### config.mk
export PLATFORM = sky130hd
export DESIGN_NAME = stngs_ctrl
export DESIGN_NICKNAME = d
export VERILOG_FILES = /design/src/hdl/stngs_pkg.sv /design/src/hdl/stngs_ctrl.sv
export SDC_FILE = /design/constraint.sdc
export NUM_CORES = 1
export LEC_CHECK = 0
export BUFFER_PORTS_ARGS = -buffer_cell sky130_fd_sc_hd__buf_2
export CAP_MARGIN = 20
export CORE_AREA = 4 4 41 43
export CTS_CLUSTER_SIZE = 16
export DETAILED_ROUTE_END_ITERATION = 7
export DIE_AREA = 0 0 45 47
export GPL_TIMING_DRIVEN = 0
export PLACE_DENSITY = 0.3
export SLEW_MARGIN = 20
export SYNTH_ARGS = -nofsm -noshare
export SYNTH_HDL_FRONTEND = slang
export SYNTH_SLANG_ARGS = --single-unit
### constraint.sdc
create_clock -name i_clk -period 0.9 [get_ports i_clk]
set_clock_uncertainty 0.1 [all_clocks]
set_input_delay 0.135 -clock i_clk [delete_from_list [all_inputs] [get_ports i_clk]]
set_output_delay 0.135 -clock i_clk [all_outputs]
set_load 0.005 [all_outputs]
### src/hdl/stngs_pkg.sv
package stngs_pkg;

    // Table geometry
    localparam int TABLE_DEPTH = 65536;
    localparam int ADDR_W      = $clog2(TABLE_DEPTH);
    localparam int CNT_W       = $clog2(TABLE_DEPTH + 1);

    // Field widths
    localparam int VALUE_W     = 31;
    localparam int POS_W       = 16;
    localparam int IN_TDATA_W  = 32;
    localparam int OUT_TDATA_W = 48;
    localparam int OUT_PAD_W   = OUT_TDATA_W - VALUE_W - POS_W;

    typedef enum logic {
        KIND_LOAD  = 1'b0,
        KIND_QUERY = 1'b1
    } t_kind;

    typedef enum logic [1:0] {
        ST_IDLE,
        ST_SEARCH,
        ST_RESULT
    } t_state;

    // Controller to datapath
    typedef struct packed {
        logic load;   // append the accepted word
        logic start;  // open a search over [0, count)
        logic step;   // one halving step, or the final fetch
        logic emit;   // move the result into the output register
    } t_dp_cmd;

    // Datapath to controller
    typedef struct packed {
        logic active;    // search interval still non-empty
        logic out_free;  // output register can take a word
    } t_dp_sts;

endpackage

### src/hdl/stngs_ctrl.sv
module stngs_ctrl (
    input  logic              i_clk,
    input  logic              i_rst_n,
    input  logic              i_in_valid,
    input  logic              i_in_kind,
    output logic              o_in_ready,
    input  stngs_pkg::t_dp_sts i_sts,
    output stngs_pkg::t_dp_cmd o_cmd
);

    stngs_pkg::t_state r_state;
    stngs_pkg::t_state n_state;

    always_ff @(posedge i_clk) begin
        if (!i_rst_n) begin
            r_state <= stngs_pkg::ST_IDLE;
        end else begin
            r_state <= n_state;
        end
    end

    always_comb begin
        n_state    = r_state;
        o_cmd      = '0;
        o_in_ready = 1'b0;
        unique case (r_state)
            stngs_pkg::ST_IDLE: begin
                o_in_ready = 1'b1;
                if (i_in_valid) begin
                    if (i_in_kind == stngs_pkg::KIND_QUERY) begin
                        o_cmd.start = 1'b1;
                        n_state     = stngs_pkg::ST_SEARCH;
                    end else begin
                        o_cmd.load = 1'b1;
                    end
                end
            end
            stngs_pkg::ST_SEARCH: begin
                // the last step issues the fetch of the selected entry
                o_cmd.step = 1'b1;
                if (!i_sts.active) begin
                    n_state = stngs_pkg::ST_RESULT;
                end
            end
            stngs_pkg::ST_RESULT: begin
                if (i_sts.out_free) begin
                    o_cmd.emit = 1'b1;
                    n_state    = stngs_pkg::ST_IDLE;
                end
            end
            default: begin
                n_state = stngs_pkg::ST_IDLE;
            end
        endcase
    end

endmodule

==> results of run 1 <==
where the power goes:
group | leakage (nW) | switching [mW] | internal [mW] | total (mW)
clock | 0.0138 | 0.0435 | 0.147 | 0.190
combinational | 0.0988 | 0.0274 | 0.0454 | 0.0728
sequential | 0.0178 | 0.00799 | 0.0904 | 0.0984
total | 0.130 | 0.0789 | 0.282 | 0.361
metrics by stage:
step	setup slack, ps	area [sq um]
final	-286	280
after global routing	-378	280
after global placement	-137	203
after CTS	-299	250
after floorplan	-4.44	134
after detailed placement	-168	203
area by class of cell:
type | count | area, sq um
Tap cell | 15 | 18.8
Fill cell | 160 | 1020
Clock buffer | 3 | 22.5
Sequential cell | 2 | 47.5
Timing Repair Buffer | 12 | 75.1
Multi-Input combinational cell | 12 | 116
synthesized netlist by cell type:
cell / number / share of area [%]
dfxtp_1: 2 / 31
a21oi_1: 1 / 3.9
and2b_2: 1 / 6.9
and3_1: 1 / 4.9
and3b_2: 1 / 7.8
nand2_1: 1 / 2.9
nand2b_1: 1 / 4.9
nand3b_1: 1 / 5.9
nor2_1: 1 / 2.9
nor3b_1: 1 / 5.9
nor3b_2: 1 / 9.8
nor4b_1: 1 / 6.9
o21a_1: 1 / 5.9
critical path, stage by stage (launching register included):
cell	delay, ps
dfxtp_4	350
nor4b_4	230
buf_2	150
per-layer routing:
layer  wire length [um]  GRT usage, %  vias up  share of wire, %
met5                  0             0        -                 0
met4                  0          1.75        0                 0
met3                 54          4.21        0                12
met2                214          6.21        9                47
met1                190          5.43       75                41
li1                   -             -       83                 -
cells by family after synthesis:
logic type	Yosys count	synth area share (%)
DFF	2	31.4
AOI/OAI and AO/OA	2	9.80
and+or+nand+nor	10	58.8
what timing repair did:
action	4_1_cts	5_1_grt
pin swaps	3	0
setup endpoints to repair	6	7
resized for setup	5	5
setup buffers	2	0
endpoints found under the hold margin	0	0
cell usage in the layout, fill, tap and decap left out, drive strengths merged, types with 2 or more instances in the layout:
| cell type | Yosys | final |
|---|---|---|
| nor3b | 2 | 2 |
| dfxtp | 2 | 2 |
| buf | 0 | 12 |
| clkbuf | 0 | 3 |
how the worst max path moves through the flow:
stage | from | to | slack (ps) | cells after the start
floorplan | r_state[1] | o_cmd[2] | -4 | 2
global placement | r_state[1] | o_cmd[2] | -140 | 3
detailed placement | r_state[1] | o_cmd[2] | -170 | 3
CTS | r_state[0] | o_cmd[3] | -300 | 2
global route | r_state[0] | o_cmd[3] | -380 | 2
finish | r_state[0] | o_cmd[3] | -290 | 2
==> summary.txt, run 1 <==
Routing
  – Drc violations: 0
  – Drt first pass iters: 1
  – Vias: 167
  – DRT iter0 DRCs: 0
  – DR WL/cell: 10.4 um
  – Total wire length: 459 um
  – ANT nets after route: 0
  – Via density: 3.80

Hold path
  – HP Start: i_rst_n
  – Hold Crit Class: in -> reg
  – Hold endpoint: r_state[0]
  – Hold Crit Depth: 3

STA
  – F_max: 0.843 GHz
  – Rel. slew slack: 88.1%
  – Final period util: 132%
  – Max-slew violation count: 0
  – Final Setup Violations: 6
  – Setup TNS: -1300 ps
  – RSZ-0062 raised after global routing: true
  – Final Hold Viols: 0
  – Worst hold slack: 70.9 ps
  – Worst slew pin tran: 178 ps
  – Tmin final: 1190 ps
  – Final worst setup slack: -286 ps

Critical path
  – Crit path launch type: flop
  – Crit path DAT: 950 ps
  – Crit Path Class: reg -> out
  – Worst EP required: 660 ps
  – FF-to-FF Start: r_state[0]
  – R2r setup slk: -110 ps
  – Critical R2R Capture: r_state[1]
  – CP endpoint kind: output pin
  – Cells on worst reg2reg path: 3
  – CP Max Fanout: 6

Global routing
  – Vias in the first global route: 164
  – Largest net degree at the start of global routing: 7
  – Antenna violations before repair: 0
  – GRT Total Usage: 4.73%
  – First-pass GRT wire length: 696 um
  – Remaining global-route overflow: 0

Yosys
  – Yosys reg bits: 2
  – Library cells used by synthesis: 13
  – Avg Inst Size Synth: 9.12 sq um
  – Synth Cell Area: 128 sq um
  – Post-Syn Instances: 14
  – Syn Nets: 20
  – Yosys warns: 0
  – Register area share after synthesis: 31.4%

Floorplanning
  – Core footprint: 0.00130 sq mm
  – FP Rows: 13
  – I/O Pins: 11
  – Initial Util: 9.81%
  – Die Ht: 47 um
  – Die outline area: 0.00212 sq mm
  – Chip width: 45 um

Finish
  – Final std cells w/o fill: 44
  – # diodes: 0
  – Max FFs per register: 2
  – Layout area overhead: 120%
  – Top reg by flops: r_state
  – Regs by FF count: r_state x2
  – Share of post-route cells with drive strength above 1: 82.8%
  – Util after Layout: 21.5%
  – # nets final: 37

Pwr
  – PwrDens: 1290 mW/mm^2
  – Maximum VDD drop: 0.625 mV
  – Pleak: 0.130 nW
  – Overall power: 0.361 mW

Clock network
  – Clock-pin transition on the worst setup and hold timing paths: 30 ps
  – Root Buffer: clkbuf_4
  – CTS tree: yes
  – Clk sinks: 2
  – Total CTS buffers: 3
  – Hold Buf Count CTS: 0
  – H-tree levels: 1
  – Clock buffer depth: 2
  – Clock latency on the worst-skew pair: 220 ps

Flow run
  – Max_cap viols: 0

Placed design
  – Cells after DPL: 39
  – Routability cong.: 0.635
  – Port-buffer cells: 10

Run status
  – Outcome: finished with violations
  – Violated checks: negative setup slack
No activity file was read; power rests on OpenSTA's default activity.
==> run 2: changes to the inputs <==
- BUFFER_PORTS_ARGS: -buffer_cell sky130_fd_sc_hd__buf_2 -> -buffer_cell sky130_fd_sc_hd__clkbuf_2
- CELL_PAD_IN_SITES_DETAIL_PLACEMENT: unset -> 2
- CELL_PAD_IN_SITES_GLOBAL_PLACEMENT: unset -> 2
- PLACE_DENSITY: 0.3 -> 0.44
==> summary.txt, run 2 (synthesis results as in run 1) <==
Run status
  – Outcome: finished with violations
  – Violated checks: negative setup slack

STA
  – Final worst setup slack: -304 ps (-17.5 ps)
  – F_max: 0.831 GHz (-1.5%)
  – Final Setup Violations: 7 (+1)
  – Setup TNS: -1480 ps (-186 ps)
  – Max-slew violation count: 0 (unchanged)
  – Worst slew pin tran: 181 ps (+3.46 ps)
  – Final Hold Viols: 0 (unchanged)
  – Final period util: 134% (+1.9 points)
  – RSZ-0062 raised after global routing: true
  – Rel. slew slack: 87.9% (-0.24 points)
  – Tmin final: 1200 ps (+17.5 ps)

Routing
  – Drt first pass iters: 1 (unchanged)
  – Drc violations: 0 (unchanged)
  – Via density: 3.91 (+3.1%)
  – DRT iter0 DRCs: 0 (unchanged)
  – DR WL/cell: 11.4 um (+9.6%)
  – Total wire length: 526 um (+15%)
  – Vias: 180 (+7.8%)
  – ANT nets after route: 0 (unchanged)

Critical path
  – Crit path DAT: 970 ps (+20 ps)
  – Worst EP required: 660 ps (about the same)
  – Crit Path Class: reg -> out
  – Crit-path slowest cell: dfxtp_4
  – Slowest stage delay, CP: 360 ps (about the same)
  – Top delay family on crit path: flip-flops
  – Crit path launch type: flop
  – CP Max Fanout: 6 (unchanged)
  – CP endpoint kind: output pin
  – CP Cell Sequence: nor4b_2 > buf_2
  – Crit path buf inv count: 1 (unchanged)

Pwr
  – PwrDens: 1260 mW/mm^2 (-2.1%)
  – Psw: 0.0861 mW (+9.2%)
  – Reg power frac: 26.2% (-1.0 points)
  – Internal power: 0.293 mW (+3.8%)
  – Power share of the combinational group: 22.5% (+2.4 points)
  – Switching Share: 22.7% (+0.88 points)
  – Maximum VDD drop: 0.325 mV (-48%)
  – Pleak: 0.141 nW (+7.9%)
  – Clk network pwr share: 51.4% (-1.2 points)

Global routing
  – Vias in the first global route: 226 (+38%)
  – GRT Total Usage: 6.07% (+1.3 points)
  – Remaining global-route overflow: 0 (unchanged)
  – Antenna violations before repair: 0 (unchanged)
  – Largest net degree at the start of global routing: 7 (unchanged)
  – First-pass GRT wire length: 862 um (+24%)

Clock network
  – Hold Buf Count CTS: 0 (unchanged)
  – H-tree levels: 1 (unchanged)
  – Root Buffer: clkbuf_4
  – Clock buffer depth: 2 (unchanged)
  – Clk sinks: 2 (unchanged)
  – Clock-pin transition on the worst setup and hold timing paths: 30 ps (about the same)
  – CTS tree: yes
  – Total CTS buffers: 3 (unchanged)
  – Clock latency on the worst-skew pair: 220 ps (about the same)

Finish
  – Top reg by flops: r_state
  – # nets final: 39 (+5.4%)
  – Max FFs per register: 2 (unchanged)
  – Number of fill cells in the layout: 161 (+0.63%)
  – # diodes: 0 (unchanged)
  – Most frequent cells in the layout: 7 x clkbuf_2, 3 x clkbuf_4, 3 x buf_6, 3 x buf_4
  – Commonest non-fill, non-tap cell in the layout: clkbuf_2
  – Share of post-route cells with drive strength above 1: 87.1% (+4.3 points)
  – Layout area overhead: 135%
  – Finished Cell Area: 300 sq um (+7.1%)
  – Regs by FF count: r_state x2

Floorplanning
  – FP Rows: 13 (unchanged)
  – I/O Pins: 11 (unchanged)
  – Initial Util: 9.81% (unchanged)
  – Die outline area: 0.00212 sq mm (unchanged)
  – Core footprint: 0.00130 sq mm (unchanged)
  – Chip width: 45 um (unchanged)
  – Die Ht: 47 um (unchanged)

Placed design
  – Post-DP HPWL: 389 um
  – Post-DP Area: 203 sq um (unchanged)
  – Routability cong.: 0.622 (-2.1%)
  – Port-buffer cells: 10 (unchanged)

Flow run
  – Max_cap viols: 0 (unchanged)

Hold path
  – Hold Crit Class: in -> reg
==> run 2: cell types whose count changed in the layout (fill, tap and decap cells not counted) <==
| cell | before | now |
|---|---|---|
| clkbuf_2 | 0 | 7 |
| and3_1 | 1 | 0 |
| buf_2 | 9 | 1 |
| nand2b_1 | 0 | 1 |
| nand2b_4 | 1 | 0 |
| nor4b_4 | 1 | 0 |
| nor4b_2 | 0 | 1 |
| nor2_4 | 0 | 1 |
| buf_6 | 2 | 3 |
| nor2_2 | 1 | 0 |
| nor3b_2 | 1 | 2 |
| buf_4 | 1 | 3 |
| nor3b_1 | 1 | 0 |
| and3_4 | 0 | 1 |
==> run 2: area by class of cell <==
type                            count  area (sq um)  area share [%]
Timing Repair Buffer               14          96.3            32.1
Tap cell                           15          18.8            6.25
Multi-Input combinational cell     12           115            38.3
Clock buffer                        3          22.5            7.50
Sequential cell                     2          47.5            15.8
==> run 2: timing repair <==
action,CTS,global route
pin swaps,5,1
setup endpoints to repair,7,7
resized for setup,8,6
setup buffers,4,0
==> run 2: power groups by stage <==
stage,clock (mW),combinational (mW),sequential (mW)
global route,0.208,0.0929,0.0999
global placement,0,0.0495,0.102
floorplan,0,0.0222,0.0998
CTS,0.210,0.0748,0.0974
finish,0.195,0.0852,0.0992
detailed placement,0,0.0526,0.102
==> run 2: worst paths after layout <==
kind                                  from    endpoint  slack (ps)  depth (start not counted)
worst max register to register  r_state[0]  r_state[1]        -110                          3
worst min register to register  r_state[0]  r_state[0]         560                          3
worst max-delay path            r_state[0]    o_cmd[3]        -300                          2
worst min-delay path               i_rst_n  r_state[1]          30                          2
==> run 2: per-stage QoR <==
stage	setup slack, ps	power, mW	hold WS (ps)	util (%)	cells
3_5_place_dp	-169	0.155	273	15.6	39
3_3_place_gp	-135	0.151	262	15.6	39
2_1_floorplan	-4.44	0.122	153	-	14
5_1_grt	-332	0.400	41.8	23.1	46
4_1_cts	-325	0.382	29.8	21.3	46
6_report	-304	0.379	34.8	23.1	46
==> run 2: worst register-to-register path: stages (launching register included) <==
cell and delay [ps]:
dfxtp_4 360, buf_4 140, nor3b_2 150, o21a_1 160
==> run 2: layer usage <==
layer / up-vias / GRT usage (%) / wire length, um
met3: 0 / 1.15 / 46
li1: 85 / - / -
met1: 86 / 5.64 / 198
met5: - / 0 / 0
met2: 9 / 10.5 / 281
met4: 0 / 7.02 / 0
